--- src/rtl/core/exposure_parameter_sweep_sequencer_defines.svh ---
// Assertion macros for the exposure parameter sweep sequencer.
// Expects signals named clk and rst_n in the scope of each use.
`ifndef EXPOSURE_PARAMETER_SWEEP_SEQUENCER_DEFINES_SVH
`define EXPOSURE_PARAMETER_SWEEP_SEQUENCER_DEFINES_SVH

// Same-cycle implication, disabled during reset
`define EPSS_ASSERT_IMPLIES(label, ante, cons) \
    label: assert property (@(posedge clk) disable iff (!rst_n) (ante) |-> (cons)) \
        else $error("epss: same-cycle check failed");

// Next-cycle implication, disabled during reset
`define EPSS_ASSERT_NEXT(label, ante, cons) \
    label: assert property (@(posedge clk) disable iff (!rst_n) (ante) |=> (cons)) \
        else $error("epss: next-cycle check failed");

`endif

--- src/rtl/core/epss_pkg.sv ---
// Shared types and constants of the exposure parameter sweep sequencer.
// No dependencies; compiled first.
`timescale 1ns / 1ps

package epss_pkg;

    // Default sizing, handed to the top-level parameters
    localparam int TABLE_DEPTH_DEF = 64;
    localparam int VALUE_WIDTH_DEF = 16;

    // Fixed field widths
    localparam int REQ_W       = 2;
    localparam int INDEX_W     = 6;
    localparam int PORT_VAL_W  = 16;
    localparam int STATUS_W    = 3;
    localparam int LOOP_W      = 16;
    localparam int ROUND_W     = 24;
    localparam int REPEAT_W    = 16;
    localparam int ENTRIES_W   = 7;
    localparam int SWEEP_W     = 48;
    localparam int CFG_INDEX_W = 3;
    localparam int CFG_DATA_W  = 48;

    localparam logic [ROUND_W-1:0] ROUND_MAX = '1;
    localparam logic [LOOP_W-1:0]  LOOP_MAX  = '1;

    // Request codes
    localparam logic [REQ_W-1:0] REQ_RESTART = 2'd0;
    localparam logic [REQ_W-1:0] REQ_ADVANCE = 2'd1;
    localparam logic [REQ_W-1:0] REQ_LOAD    = 2'd2;

    // Configuration register indexes
    localparam logic [CFG_INDEX_W-1:0] CFG_CUSTOM_MODE    = 3'd0;
    localparam logic [CFG_INDEX_W-1:0] CFG_REPEAT_COUNT   = 3'd1;
    localparam logic [CFG_INDEX_W-1:0] CFG_TABLE_ENTRIES  = 3'd2;
    localparam logic [CFG_INDEX_W-1:0] CFG_VOLT_SWEEP     = 3'd3;
    localparam logic [CFG_INDEX_W-1:0] CFG_CURRENT_SWEEP  = 3'd4;
    localparam logic [CFG_INDEX_W-1:0] CFG_DURATION_SWEEP = 3'd5;

    // Result status codes
    typedef enum logic [STATUS_W-1:0] {
        ST_WORKING   = 3'd0,
        ST_NEW_ROUND = 3'd1,
        ST_LAST_ONE  = 3'd2,
        ST_COMPLETE  = 3'd3,
        ST_ACCEPTED  = 3'd4
    } status_t;

endpackage

--- src/rtl/core/epss_channels.sv ---
// Valid/ready channel interfaces: request, response and configuration write.
// Depends on epss_pkg for field widths.
`timescale 1ns / 1ps

interface epss_req_if import epss_pkg::*; ();
    logic                  valid;
    logic                  ready;
    logic [REQ_W-1:0]      req_type;
    logic [INDEX_W-1:0]    entry_index;
    logic [PORT_VAL_W-1:0] entry_volt_kv;
    logic [PORT_VAL_W-1:0] entry_current_ua;
    logic [PORT_VAL_W-1:0] entry_duration_ms;

    modport source (output valid, req_type, entry_index, entry_volt_kv,
                    entry_current_ua, entry_duration_ms, input ready);
    modport sink   (input valid, req_type, entry_index, entry_volt_kv,
                    entry_current_ua, entry_duration_ms, output ready);
endinterface

interface epss_rsp_if import epss_pkg::*; ();
    logic                  valid;
    logic                  ready;
    logic [STATUS_W-1:0]   status;
    logic [PORT_VAL_W-1:0] volt_kv;
    logic [PORT_VAL_W-1:0] current_ua;
    logic [PORT_VAL_W-1:0] duration_ms;
    logic [LOOP_W-1:0]     loop_index;
    logic [ROUND_W-1:0]    round_index;

    modport source (output valid, status, volt_kv, current_ua, duration_ms,
                    loop_index, round_index, input ready);
    modport sink   (input valid, status, volt_kv, current_ua, duration_ms,
                    loop_index, round_index, output ready);
endinterface

interface epss_cfg_if import epss_pkg::*; ();
    logic                   valid;
    logic                   ready;
    logic [CFG_INDEX_W-1:0] index;
    logic [CFG_DATA_W-1:0]  data;

    modport source (output valid, index, data, input ready);
    modport sink   (input valid, index, data, output ready);
endinterface

--- src/rtl/core/epss_axis_step.sv ---
// One sweep axis: step by the signed step, clamp to the end, wrap to the start.
// Depends on epss_pkg for the sweep word layout.
`timescale 1ns / 1ps

module epss_axis_step
    import epss_pkg::*;
#(
    parameter int VALUE_WIDTH = VALUE_WIDTH_DEF
)
(
    input  logic [VALUE_WIDTH-1:0] cur,
    input  logic [SWEEP_W-1:0]     sweep,
    output logic [VALUE_WIDTH-1:0] nxt,
    output logic                   carry
);

    // Signed working width covers the value range plus a 16-bit step
    localparam int SW = ((VALUE_WIDTH > 16) ? VALUE_WIDTH : 16) + 2;

    logic [VALUE_WIDTH-1:0] start_val;
    logic [VALUE_WIDTH-1:0] end_val;
    logic signed [SW-1:0]   cur_s;
    logic signed [SW-1:0]   end_s;
    logic signed [SW-1:0]   step_s;
    logic signed [SW-1:0]   sum_s;
    logic [VALUE_WIDTH-1:0] moved;

    // Unpack start and end, sign-extend the step
    assign start_val = VALUE_WIDTH'(sweep[15:0]);
    assign end_val   = VALUE_WIDTH'(sweep[31:16]);
    assign cur_s     = $signed(SW'(cur));
    assign end_s     = $signed(SW'(end_val));
    assign step_s    = SW'($signed(sweep[47:32]));
    assign sum_s     = cur_s + step_s;

    // Clamp toward the end in the direction of the step
    always_comb
    begin
        if (step_s >= 0)
        begin
            moved = (sum_s >= end_s) ? end_val : VALUE_WIDTH'(sum_s);
        end
        else
        begin
            moved = (sum_s < end_s) ? end_val : VALUE_WIDTH'(sum_s);
        end
    end

    // Wrap from the end back to the start; landing on the start carries
    assign nxt   = (cur == end_val) ? start_val : moved;
    assign carry = (nxt == start_val);

endmodule

--- src/rtl/core/exposure_parameter_sweep_sequencer.sv ---
// Exposure parameter sweep sequencer: one request in, one result out.
// Path: input register on transfer, then the result register.
// Throughput: one request per cycle while rsp.ready holds, via the single input-to-result pass.
// Custom-mode setpoints come from the triple table's registered read port.
// Reset (rst_n low, asynchronous) clears the run state and config; the table keeps
// whatever it held and needs no clearing pass.
`timescale 1ns / 1ps
`include "exposure_parameter_sweep_sequencer_defines.svh"

module exposure_parameter_sweep_sequencer
    import epss_pkg::*;
#(
    parameter int TABLE_DEPTH = TABLE_DEPTH_DEF,
    parameter int VALUE_WIDTH = VALUE_WIDTH_DEF
)
(
    input  logic        clk,
    input  logic        rst_n,
    epss_req_if.sink    req,
    epss_rsp_if.source  rsp,
    epss_cfg_if.sink    cfg
);

    localparam int VW   = VALUE_WIDTH;
    localparam int AW   = (TABLE_DEPTH > 1) ? $clog2(TABLE_DEPTH) : 1;
    localparam int NW   = ($clog2(TABLE_DEPTH + 1) > ENTRIES_W) ?
                          $clog2(TABLE_DEPTH + 1) : ENTRIES_W;
    localparam int PW   = ROUND_W + 1;
    localparam int LW   = LOOP_W + 1;

    // Configuration registers
    logic                 custom_mode_reg;
    logic [REPEAT_W-1:0]  repeat_count_reg;
    logic [ENTRIES_W-1:0] table_entries_reg;
    logic [SWEEP_W-1:0]   volt_sweep_reg;
    logic [SWEEP_W-1:0]   current_sweep_reg;
    logic [SWEEP_W-1:0]   duration_sweep_reg;

    // Input register
    logic                  in_valid_reg;
    logic [REQ_W-1:0]      in_req_reg;
    logic [INDEX_W-1:0]    in_index_reg;
    logic [PORT_VAL_W-1:0] in_volt_reg;
    logic [PORT_VAL_W-1:0] in_current_reg;
    logic [PORT_VAL_W-1:0] in_duration_reg;

    // Run state
    logic               started_reg,  started_next;
    logic               finished_reg, finished_next;
    logic [ROUND_W-1:0] round_reg,    round_next;
    logic [LOOP_W-1:0]  loop_reg,     loop_next;
    logic [VW-1:0]      sp_volt_reg,  sp_volt_next;
    logic [VW-1:0]      sp_cur_reg,   sp_cur_next;
    logic [VW-1:0]      sp_dur_reg,   sp_dur_next;
    logic               sp_mem_reg,   sp_mem_next;

    // Result register
    logic               out_valid_reg;
    status_t            out_status_reg;
    status_t            status_next;
    logic [VW-1:0]      out_volt_reg;
    logic [VW-1:0]      out_cur_reg;
    logic [VW-1:0]      out_dur_reg;
    logic               out_mem_reg;
    logic [LOOP_W-1:0]  out_loop_reg;
    logic [ROUND_W-1:0] out_round_reg;

    // Triple table
    logic [3*VW-1:0] mem [TABLE_DEPTH];
    logic [3*VW-1:0] rd_data_reg;
    logic            mem_we;
    logic            mem_re;
    logic [AW-1:0]   wr_addr;
    logic [AW-1:0]   rd_addr;

    // Handshake
    logic stage_ready;
    logic fire;

    // Effective setpoints and axis results
    logic [VW-1:0] volt_now, cur_now, dur_now;
    logic [VW-1:0] volt_step, cur_step, dur_step;
    logic          volt_carry, cur_carry, dur_carry;
    logic [VW-1:0] volt_start, cur_start, dur_start;
    logic [VW-1:0] volt_end, cur_end, dur_end;

    // Counter helpers
    logic [LW-1:0]     rep_ext;
    logic [LW-1:0]     loop_inc;
    logic [LOOP_W-1:0] loop_sat;
    logic [LW-1:0]     loop_sat_inc;
    logic              loop_done;
    logic [ROUND_W-1:0] round_inc;
    logic [NW-1:0]     n_entries;
    logic [PW-1:0]     pos;
    logic [PW-1:0]     pos_eff;
    logic              wrap;
    logic              last_after;
    logic [VW-1:0]     new_volt, new_cur, new_dur;
    logic              at_ends;

    // Move items through on transfer
    assign stage_ready = !out_valid_reg || rsp.ready;
    assign fire        = in_valid_reg && stage_ready;
    assign req.ready   = !in_valid_reg || fire;
    assign cfg.ready   = 1'b1;

    // Setpoints as last updated: a pending table read overrides the register
    assign volt_now = sp_mem_reg ? rd_data_reg[VW-1:0]      : sp_volt_reg;
    assign cur_now  = sp_mem_reg ? rd_data_reg[2*VW-1:VW]   : sp_cur_reg;
    assign dur_now  = sp_mem_reg ? rd_data_reg[3*VW-1:2*VW] : sp_dur_reg;

    assign volt_start = VW'(volt_sweep_reg[15:0]);
    assign cur_start  = VW'(current_sweep_reg[15:0]);
    assign dur_start  = VW'(duration_sweep_reg[15:0]);
    assign volt_end   = VW'(volt_sweep_reg[31:16]);
    assign cur_end    = VW'(current_sweep_reg[31:16]);
    assign dur_end    = VW'(duration_sweep_reg[31:16]);

    epss_axis_step #(.VALUE_WIDTH(VW)) u_axis_dur
    (
        .cur   (dur_now),
        .sweep (duration_sweep_reg),
        .nxt   (dur_step),
        .carry (dur_carry)
    );

    epss_axis_step #(.VALUE_WIDTH(VW)) u_axis_cur
    (
        .cur   (cur_now),
        .sweep (current_sweep_reg),
        .nxt   (cur_step),
        .carry (cur_carry)
    );

    epss_axis_step #(.VALUE_WIDTH(VW)) u_axis_volt
    (
        .cur   (volt_now),
        .sweep (volt_sweep_reg),
        .nxt   (volt_step),
        .carry (volt_carry)
    );

    // Loop and round counting
    assign rep_ext      = {1'b0, repeat_count_reg};
    assign loop_inc     = {1'b0, loop_reg} + LW'(1);
    assign loop_sat     = loop_inc[LOOP_W] ? LOOP_MAX : loop_inc[LOOP_W-1:0];
    assign loop_sat_inc = {1'b0, loop_sat} + LW'(1);
    assign loop_done    = (loop_inc >= rep_ext);
    assign round_inc    = (round_reg < ROUND_MAX) ? round_reg + ROUND_W'(1) : round_reg;

    // Clamp the table count to the table depth
    assign n_entries = (NW'(table_entries_reg) > NW'(TABLE_DEPTH)) ?
                       NW'(TABLE_DEPTH) : NW'(table_entries_reg);

    // Odometer: duration fastest, then current, then voltage
    assign new_dur  = dur_step;
    assign new_cur  = dur_carry ? cur_step : cur_now;
    assign new_volt = (dur_carry && cur_carry) ? volt_step : volt_now;
    assign at_ends  = (new_volt == volt_end) && (new_cur == cur_end) && (new_dur == dur_end);

    // Fold the 6-bit load slot onto the table depth
    always_comb
    begin
        wr_addr = '0;
        for (int k = 0; k < (1 << INDEX_W); k++)
        begin
            if (in_index_reg == INDEX_W'(k))
            begin
                wr_addr = AW'(k % TABLE_DEPTH);
            end
        end
    end

    // Work out the next state and result of the registered request
    always_comb
    begin
        started_next  = started_reg;
        finished_next = finished_reg;
        round_next    = round_reg;
        loop_next     = loop_reg;
        sp_volt_next  = sp_volt_reg;
        sp_cur_next   = sp_cur_reg;
        sp_dur_next   = sp_dur_reg;
        sp_mem_next   = sp_mem_reg;
        status_next   = ST_ACCEPTED;
        mem_we        = 1'b0;
        mem_re        = 1'b0;
        rd_addr       = '0;
        pos           = started_reg ? {1'b0, round_reg} + PW'(1) : '0;
        wrap          = (pos >= PW'(n_entries));
        pos_eff       = wrap ? '0 : pos;
        last_after    = wrap ? (loop_sat_inc >= rep_ext) : loop_done;

        if (fire)
        begin
            case (in_req_reg)
                REQ_RESTART:
                begin
                    started_next  = 1'b0;
                    finished_next = 1'b0;
                    round_next    = '0;
                    loop_next     = '0;
                    sp_volt_next  = '0;
                    sp_cur_next   = '0;
                    sp_dur_next   = '0;
                    sp_mem_next   = 1'b0;
                end
                REQ_LOAD:
                begin
                    mem_we = 1'b1;
                end
                REQ_ADVANCE:
                begin
                    if (finished_reg)
                    begin
                        status_next = ST_COMPLETE;
                    end
                    else if (custom_mode_reg)
                    begin
                        // Walk the loaded table
                        if (n_entries == '0)
                        begin
                            finished_next = 1'b1;
                            status_next   = ST_COMPLETE;
                        end
                        else if (wrap && loop_done)
                        begin
                            started_next  = 1'b1;
                            round_next    = (pos > PW'(ROUND_MAX)) ? ROUND_MAX
                                                                  : pos[ROUND_W-1:0];
                            loop_next     = loop_sat;
                            finished_next = 1'b1;
                            status_next   = ST_COMPLETE;
                        end
                        else
                        begin
                            started_next = 1'b1;
                            if (wrap)
                            begin
                                loop_next = loop_sat;
                            end
                            round_next  = pos_eff[ROUND_W-1:0];
                            mem_re      = 1'b1;
                            rd_addr     = pos_eff[AW-1:0];
                            sp_mem_next = 1'b1;
                            if ((pos_eff + PW'(1) >= PW'(n_entries)) && last_after)
                            begin
                                status_next = ST_LAST_ONE;
                            end
                            else if (pos_eff == '0)
                            begin
                                status_next = ST_NEW_ROUND;
                            end
                            else
                            begin
                                status_next = ST_WORKING;
                            end
                        end
                    end
                    else if (!started_reg)
                    begin
                        // First triple of a regular sweep
                        started_next = 1'b1;
                        round_next   = '0;
                        sp_volt_next = volt_start;
                        sp_cur_next  = cur_start;
                        sp_dur_next  = dur_start;
                        sp_mem_next  = 1'b0;
                        status_next  = (loop_done && (volt_start == volt_end) &&
                                        (cur_start == cur_end) && (dur_start == dur_end)) ?
                                       ST_LAST_ONE : ST_NEW_ROUND;
                    end
                    else
                    begin
                        // Step the odometer
                        sp_volt_next = new_volt;
                        sp_cur_next  = new_cur;
                        sp_dur_next  = new_dur;
                        sp_mem_next  = 1'b0;
                        if (!(dur_carry && cur_carry && volt_carry))
                        begin
                            round_next  = round_inc;
                            status_next = (loop_done && at_ends) ? ST_LAST_ONE : ST_WORKING;
                        end
                        else if (loop_done)
                        begin
                            round_next    = round_inc;
                            loop_next     = loop_sat;
                            finished_next = 1'b1;
                            status_next   = ST_COMPLETE;
                        end
                        else
                        begin
                            round_next  = '0;
                            loop_next   = loop_sat;
                            status_next = ((loop_sat_inc >= rep_ext) && at_ends) ?
                                          ST_LAST_ONE : ST_NEW_ROUND;
                        end
                    end
                end
                default:
                begin
                    status_next = ST_ACCEPTED;
                end
            endcase
        end
    end

    // Hold configuration; writes to unlisted indexes drop
    always_ff @(posedge clk or negedge rst_n)
    begin
        if (!rst_n)
        begin
            custom_mode_reg    <= 1'b0;
            repeat_count_reg   <= REPEAT_W'(1);
            table_entries_reg  <= '0;
            volt_sweep_reg     <= '0;
            current_sweep_reg  <= '0;
            duration_sweep_reg <= '0;
        end
        else if (cfg.valid && cfg.ready)
        begin
            case (cfg.index)
                CFG_CUSTOM_MODE:    custom_mode_reg    <= cfg.data[0];
                CFG_REPEAT_COUNT:   repeat_count_reg   <= cfg.data[REPEAT_W-1:0];
                CFG_TABLE_ENTRIES:  table_entries_reg  <= cfg.data[ENTRIES_W-1:0];
                CFG_VOLT_SWEEP:     volt_sweep_reg     <= cfg.data[SWEEP_W-1:0];
                CFG_CURRENT_SWEEP:  current_sweep_reg  <= cfg.data[SWEEP_W-1:0];
                CFG_DURATION_SWEEP: duration_sweep_reg <= cfg.data[SWEEP_W-1:0];
                default:            ;
            endcase
        end
    end

    // Capture a request on transfer
    always_ff @(posedge clk or negedge rst_n)
    begin
        if (!rst_n)
        begin
            in_valid_reg <= 1'b0;
        end
        else if (req.valid && req.ready)
        begin
            in_valid_reg <= 1'b1;
        end
        else if (fire)
        begin
            in_valid_reg <= 1'b0;
        end
    end

    always_ff @(posedge clk)
    begin
        if (req.valid && req.ready)
        begin
            in_req_reg      <= req.req_type;
            in_index_reg    <= req.entry_index;
            in_volt_reg     <= req.entry_volt_kv;
            in_current_reg  <= req.entry_current_ua;
            in_duration_reg <= req.entry_duration_ms;
        end
    end

    // Advance the run state
    always_ff @(posedge clk or negedge rst_n)
    begin
        if (!rst_n)
        begin
            started_reg  <= 1'b0;
            finished_reg <= 1'b0;
            round_reg    <= '0;
            loop_reg     <= '0;
            sp_volt_reg  <= '0;
            sp_cur_reg   <= '0;
            sp_dur_reg   <= '0;
            sp_mem_reg   <= 1'b0;
        end
        else
        begin
            started_reg  <= started_next;
            finished_reg <= finished_next;
            round_reg    <= round_next;
            loop_reg     <= loop_next;
            sp_volt_reg  <= sp_volt_next;
            sp_cur_reg   <= sp_cur_next;
            sp_dur_reg   <= sp_dur_next;
            sp_mem_reg   <= sp_mem_next;
        end
    end

    // Table write and registered read
    always_ff @(posedge clk)
    begin
        if (mem_we)
        begin
            mem[wr_addr] <= {VW'(in_duration_reg), VW'(in_current_reg), VW'(in_volt_reg)};
        end
        if (mem_re)
        begin
            rd_data_reg <= mem[rd_addr];
        end
    end

    // Result register
    always_ff @(posedge clk or negedge rst_n)
    begin
        if (!rst_n)
        begin
            out_valid_reg <= 1'b0;
        end
        else if (fire)
        begin
            out_valid_reg <= 1'b1;
        end
        else if (rsp.ready)
        begin
            out_valid_reg <= 1'b0;
        end
    end

    always_ff @(posedge clk)
    begin
        if (fire)
        begin
            out_status_reg <= status_next;
            out_volt_reg   <= sp_volt_next;
            out_cur_reg    <= sp_cur_next;
            out_dur_reg    <= sp_dur_next;
            out_mem_reg    <= sp_mem_next;
            out_loop_reg   <= loop_next;
            out_round_reg  <= round_next;
        end
    end

    // Drive the response; table setpoints come from the read register
    assign rsp.valid       = out_valid_reg;
    assign rsp.status      = out_status_reg;
    assign rsp.volt_kv     = PORT_VAL_W'(out_mem_reg ? rd_data_reg[VW-1:0] : out_volt_reg);
    assign rsp.current_ua  = PORT_VAL_W'(out_mem_reg ? rd_data_reg[2*VW-1:VW] : out_cur_reg);
    assign rsp.duration_ms = PORT_VAL_W'(out_mem_reg ? rd_data_reg[3*VW-1:2*VW] : out_dur_reg);
    assign rsp.loop_index  = out_loop_reg;
    assign rsp.round_index = out_round_reg;

    // Checks
    `EPSS_ASSERT_NEXT(a_done_holds, fire && (in_req_reg == REQ_ADVANCE) && finished_reg, out_status_reg == ST_COMPLETE)
    `EPSS_ASSERT_NEXT(a_restart_clears, fire && (in_req_reg == REQ_RESTART), !started_reg && !finished_reg && (round_reg == '0) && (loop_reg == '0))
    `EPSS_ASSERT_NEXT(a_load_accepted, fire && (in_req_reg == REQ_LOAD), out_valid_reg && (out_status_reg == ST_ACCEPTED))
    `EPSS_ASSERT_IMPLIES(a_table_sp_started, sp_mem_reg, started_reg)

endmodule

--- src/flat_wrapper.sv ---
// flat-port wrapper written by rule: the top's interface ports become plain ports
module exposure_parameter_sweep_sequencer_flat import epss_pkg::*;
#(
    parameter int TABLE_DEPTH = TABLE_DEPTH_DEF,
    parameter int VALUE_WIDTH = VALUE_WIDTH_DEF
)
  (clk, rst_n, req_valid, req_req_type, req_entry_index, req_entry_volt_kv, req_entry_current_ua, req_entry_duration_ms, req_ready, rsp_valid, rsp_status, rsp_volt_kv, rsp_current_ua, rsp_duration_ms, rsp_loop_index, rsp_round_index, rsp_ready, cfg_valid, cfg_index, cfg_data, cfg_ready);
  epss_req_if req_i ();
  epss_rsp_if rsp_i ();
  epss_cfg_if cfg_i ();
  input  logic clk;
  input  logic rst_n;
  input wire logic [$bits(req_i.valid)-1:0] req_valid;
  input wire logic [$bits(req_i.req_type)-1:0] req_req_type;
  input wire logic [$bits(req_i.entry_index)-1:0] req_entry_index;
  input wire logic [$bits(req_i.entry_volt_kv)-1:0] req_entry_volt_kv;
  input wire logic [$bits(req_i.entry_current_ua)-1:0] req_entry_current_ua;
  input wire logic [$bits(req_i.entry_duration_ms)-1:0] req_entry_duration_ms;
  output wire logic [$bits(req_i.ready)-1:0] req_ready;
  output wire logic [$bits(rsp_i.valid)-1:0] rsp_valid;
  output wire logic [$bits(rsp_i.status)-1:0] rsp_status;
  output wire logic [$bits(rsp_i.volt_kv)-1:0] rsp_volt_kv;
  output wire logic [$bits(rsp_i.current_ua)-1:0] rsp_current_ua;
  output wire logic [$bits(rsp_i.duration_ms)-1:0] rsp_duration_ms;
  output wire logic [$bits(rsp_i.loop_index)-1:0] rsp_loop_index;
  output wire logic [$bits(rsp_i.round_index)-1:0] rsp_round_index;
  input wire logic [$bits(rsp_i.ready)-1:0] rsp_ready;
  input wire logic [$bits(cfg_i.valid)-1:0] cfg_valid;
  input wire logic [$bits(cfg_i.index)-1:0] cfg_index;
  input wire logic [$bits(cfg_i.data)-1:0] cfg_data;
  output wire logic [$bits(cfg_i.ready)-1:0] cfg_ready;
  assign req_i.valid = req_valid;
  assign req_i.req_type = req_req_type;
  assign req_i.entry_index = req_entry_index;
  assign req_i.entry_volt_kv = req_entry_volt_kv;
  assign req_i.entry_current_ua = req_entry_current_ua;
  assign req_i.entry_duration_ms = req_entry_duration_ms;
  assign req_ready = req_i.ready;
  assign rsp_valid = rsp_i.valid;
  assign rsp_status = rsp_i.status;
  assign rsp_volt_kv = rsp_i.volt_kv;
  assign rsp_current_ua = rsp_i.current_ua;
  assign rsp_duration_ms = rsp_i.duration_ms;
  assign rsp_loop_index = rsp_i.loop_index;
  assign rsp_round_index = rsp_i.round_index;
  assign rsp_i.ready = rsp_ready;
  assign cfg_i.valid = cfg_valid;
  assign cfg_i.index = cfg_index;
  assign cfg_i.data = cfg_data;
  assign cfg_ready = cfg_i.ready;
  exposure_parameter_sweep_sequencer #(.TABLE_DEPTH(TABLE_DEPTH), .VALUE_WIDTH(VALUE_WIDTH)) u_core (.clk(clk), .rst_n(rst_n), .req(req_i), .rsp(rsp_i), .cfg(cfg_i));
endmodule
--- config.mk ---
export PLATFORM = sky130hd
export DESIGN_NAME = exposure_parameter_sweep_sequencer_flat
export DESIGN_NICKNAME = d
export VERILOG_FILES = /design/src/rtl/core/epss_pkg.sv /design/src/rtl/core/epss_channels.sv /design/src/rtl/core/epss_axis_step.sv /design/src/rtl/core/exposure_parameter_sweep_sequencer.sv /design/src/flat_wrapper.sv
export VERILOG_INCLUDE_DIRS = /design/src /design/src/rtl/core
export SDC_FILE = /design/constraint.sdc
export NUM_CORES = 2
export LEC_CHECK = 0
export BUFFER_PORTS_ARGS = -buffer_cell sky130_fd_sc_hd__buf_2
export CORE_MARGIN = 2
export CORE_UTILIZATION = 40
export DETAILED_ROUTE_END_ITERATION = 10
export MAX_ROUTING_LAYER = met4
export PLACE_DENSITY = 0.53
export SYNTH_ARGS = -nofsm -noshare
export SYNTH_HDL_FRONTEND = slang
export SYNTH_SLANG_ARGS = --single-unit
--- constraint.sdc ---
create_clock -name clk -period 11.4 [get_ports clk]
set_input_delay 0.57 -clock clk [delete_from_list [all_inputs] [get_ports clk]]
set_output_delay 0.57 -clock clk [all_outputs]
set_load 0.02 [all_outputs]
==> results.toml <==
[status]
status = "complete, no violations"

[logic_synthesis]
syn-instance-count = 11300
synth_enable_flop_cells = 3268
synthArstFlopShare_pct = 7.40
synthesis.yosys.warnings = 0
synthesis.area_per_instance_um2 = 13.1
ys_seq_elements = 3529
post_synth_mux_area_share_pct = 2.17
dominant_combinational_cell_family_by_area_after_synthesis = "simple AND/OR/NAND/NOR gates"
area_share_of_fa_ha_maj_cells_after_synthesis_pct = 1.31
synth_simple_gate_area_share_pct = 11.3
synth.distinct_cells = 96
synth-xor-area-share_pct = 1.13
syn_area_um2 = 148000
synth_compound_area_share_pct = 10.8
synth_sequential_area_ratio_pct = 70.9
postSynth.topFlopCell = "sky130_fd_sc_hd__edfxtp_1"
synth.net_count = 11600

[sta]
achievable-frequency_ghz = 0.104
grt_setup_unrepaired = "no"
worst_max_slew_pin_slew_ns = 1.33
layout_min_cycle_time_ns = 9.66
slew_headroom_pct = 11.0
hold-worst-slack_ns = 0.0482
final_max_slew_viol_count = 0
finalHoldViolCount = 0
final-setup-viol-count = 0
worst_skew_ns = 0.0771
tns_ns = 0
min_period_over_period_pct = 84.7

[setup_path]
cp_data_required_time_ns = 12.16
worst_path_max_delay_cell = "sky130_fd_sc_hd__or4_4"
cp-end-kind = "flip-flop"
worstPathMaxFanout = 26
critPathMaxStageDelay_ns = 0.71
crit_path_start_kind = "flip-flop"
cp_data_arrival_time_ns = 10.41
worst-setup-path-type = "reg2reg"

[floorplanning]
die_area_um2 = 374000
height_of_the_die_um = 612
start_util_pct = 40.1
num_rows = 223
core_area_um2 = 368000
pin_count = 206
die_width_um = 612

[finish]
area_of_the_multi_input_gates_um2 = 40100
filler_cell_count = 32900
post_route_cells_drive_above_1_share_pct = 11.6
register_cell_area_after_layout_um2 = 105000
area_growth_from_synthesis_to_layout_pct = 13.5
largest-register = "u_core.mem"
postLayoutCoreUtil_pct = 45.5
final_cell_count_no_fill = 16700
largest_register_ffs = 3072
num-nets-final = 11800

[cts]
clock_tree_from_tritoncts = "built"
cts-htree-levels = 5
num_cts_buffers = 378
postCtsResizedCells = 0
cts_max_path_buffers = 4
clock-sinks = 3529
clkTransAtPathRegs_ns = 0.06
clkLatencyLatePin_ns = 0.98
root_buffer = "sky130_fd_sc_hd__clkbuf_16"

[placement]
dpl.hpwl_um = 315000
place.gp.congestion = 0.898
placed_cells = 15900
port_buffers = 204

[drt]
totalWireLength_um = 544000
detailroute.via_count = 101000
average_vias_per_placed_instance = 6.08
ant_nets = 0
dr.pass1.iters = 6
routedWlPerCell_um = 32.6
drc = 0
drtIter0Drc = 13000

[global_route]
grt_first_pass_wirelength_um = 758000
grt_pass1_vias = 96700
grt_usage_pct = 29.2
grt_max_degree = 157
initial_antenna_violation_count = 31
globalRouteOverflowTotal = 0

[min_path]
hp-class = "in2reg"

[power_and_ir_drop]
largest_voltage_drop_on_the_vdd_net_mv = 0.126
power.density_nw_per_um2 = 204
cellLeakagePower_nw = 56.9

[job]
maxCapViolations = 0
-- logic make-up after synthesis --
logic type	Yosys count
AOI/OAI and AO/OA	2250
xor gates and xnor gates	189
adders and majority gates	153
buffers and inverters	935
DFF	3529
muxes	292
other	1
and+or+nand+nor	3938
-- timing repair --
action | CTS | global route
buffers inserted | 0 | 0
endpoints found under the hold margin | 222 | 0
hold buffers | 86 | 0
endpoints found under the setup margin | 0 | 0
-- Yosys cell counts (18+ instances only) --
library cell	instances	area share [%]
sky130_fd_sc_hd__nor3_1	41	0.14
sky130_fd_sc_hd__nor2_1	298	0.76
sky130_fd_sc_hd__nand3_1	869	2.9
sky130_fd_sc_hd__mux2i_1	73	0.49
sky130_fd_sc_hd__mux2_2	219	1.7
sky130_fd_sc_hd__buf_2	24	0.081
sky130_fd_sc_hd__nor4_1	25	0.11
sky130_fd_sc_hd__o211ai_1	28	0.14
sky130_fd_sc_hd__a221o_1	30	0.20
sky130_fd_sc_hd__a311oi_1	475	2.8
sky130_fd_sc_hd__and3_1	22	0.093
sky130_fd_sc_hd__inv_1	152	0.39
sky130_fd_sc_hd__nand2b_1	44	0.19
sky130_fd_sc_hd__o31ai_1	25	0.13
sky130_fd_sc_hd__xor2_1	59	0.35
sky130_fd_sc_hd__and2_1	24	0.10
sky130_fd_sc_hd__o21a_1	22	0.11
sky130_fd_sc_hd__buf_1	68	0.17
sky130_fd_sc_hd__a22o_1	63	0.37
sky130_fd_sc_hd__o22ai_1	367	1.6
sky130_fd_sc_hd__a31oi_1	194	0.82
sky130_fd_sc_hd__xnor2_1	129	0.77
sky130_fd_sc_hd__nand2_1	2478	6.3
sky130_fd_sc_hd__o221ai_1	152	0.90
sky130_fd_sc_hd__nor2b_1	18	0.076
sky130_fd_sc_hd__edfxtp_1	3268	66
sky130_fd_sc_hd__o21ai_0	251	0.85
sky130_fd_sc_hd__dfrtp_1	260	4.4
sky130_fd_sc_hd__a211oi_1	118	0.60
sky130_fd_sc_hd__clkbuf_1	684	1.7
sky130_fd_sc_hd__a22oi_1	26	0.13
sky130_fd_sc_hd__a21o_1	42	0.21
sky130_fd_sc_hd__ha_1	150	1.3
sky130_fd_sc_hd__nand4_1	41	0.17
sky130_fd_sc_hd__a21oi_1	323	1.1
-- worst max-delay path, delay by kind of cell, from the launching register on --
kind            cells  cell delay (ns)
compound gates     14             4.24
xor+xnor            1             0.26
fa+ha+maj           3             1.17
buf+inv             4             0.90
flops               1             0.70
mux                 1             0.50
simple gates        5             1.65
-- final cells by class --
type | count | share of cell area, %
sequential | 3529 | 62.4
timing repair buffer | 617 | 2.79
tap | 4837 | 3.61
clock buffer | 496 | 6.04
antenna | 29 | 0.0433
inverter | 157 | 0.356
clock inverter | 176 | 0.805
multi-input combinational | 6823 | 23.9
-- per-stage QoR --
| step | setup slack (ns) | area [um2] | power (W) |
|---|---|---|---|
| finish | 1.74 | 168000 | 0.0342 |
| global route | 1.22 | 168000 | 0.0354 |
| floorplan | 2.82 | 148000 | 0.0197 |
| detailed placement | 1.78 | 155000 | 0.0227 |
| global placement | 1.76 | 155000 | 0.0228 |
| CTS | 1.77 | 168000 | 0.0343 |
-- cell usage in the layout, fill, tap and decap left out, types with 59 or more instances in the layout --
master	instances
sky130_fd_sc_hd__a211oi_1	118
sky130_fd_sc_hd__a21oi_1	323
sky130_fd_sc_hd__a22o_1	63
sky130_fd_sc_hd__a311oi_1	475
sky130_fd_sc_hd__a31oi_1	194
sky130_fd_sc_hd__buf_2	203
sky130_fd_sc_hd__buf_4	300
sky130_fd_sc_hd__clkbuf_1	103
sky130_fd_sc_hd__clkbuf_16	385
sky130_fd_sc_hd__clkinv_1	90
sky130_fd_sc_hd__dfrtp_1	258
sky130_fd_sc_hd__dlygate4sd3_1	86
sky130_fd_sc_hd__edfxtp_1	3268
sky130_fd_sc_hd__ha_1	150
sky130_fd_sc_hd__inv_1	151
sky130_fd_sc_hd__mux2_2	219
sky130_fd_sc_hd__mux2i_1	73
sky130_fd_sc_hd__nand2_1	2471
sky130_fd_sc_hd__nand3_1	869
sky130_fd_sc_hd__nor2_1	228
sky130_fd_sc_hd__nor2_4	66
sky130_fd_sc_hd__o21ai_0	251
sky130_fd_sc_hd__o221ai_1	152
sky130_fd_sc_hd__o22ai_1	367
sky130_fd_sc_hd__xnor2_1	129
sky130_fd_sc_hd__xor2_1	59
-- metal layers --
layer | vias up | part of all wire, % | global-route usage [%]
met3 | 877 | 7.7 | 3.75
met4 | 0 | 3.4 | 8.91
met5 | - | 0 | -
met1 | 52100 | 42 | 39.8
li1 | 43500 | - | -
met2 | 4898 | 47 | 45.8
-- worst paths after layout --
kind                                           from                            to  slack [ns]  depth (start not counted)
worst min-delay path                   cfg_data[41]     u_core.volt_sweep_reg[41]        0.05                          2
worst min register to register  u_core.in_valid_reg              u_core.rsp.valid        0.49                          1
worst max-delay path              u_core.sp_mem_reg      u_core.rsp.loop_index[2]        1.74                         28
max in group asynchronous                     rst_n            u_core.started_reg        9.47                          3
min in group asynchronous                     rst_n  u_core.current_sweep_reg[16]        0.24                          2
worst max register to register    u_core.sp_mem_reg      u_core.rsp.loop_index[2]        1.74                         28
-- report_power, final --
part,switching (W),internal [W]
Sequential,0.000418,0.0145
Clock,0.00510,0.00655
Combinational,0.00510,0.00248
Total,0.0106,0.0236
No activity file was read; power rests on OpenSTA's default activity.
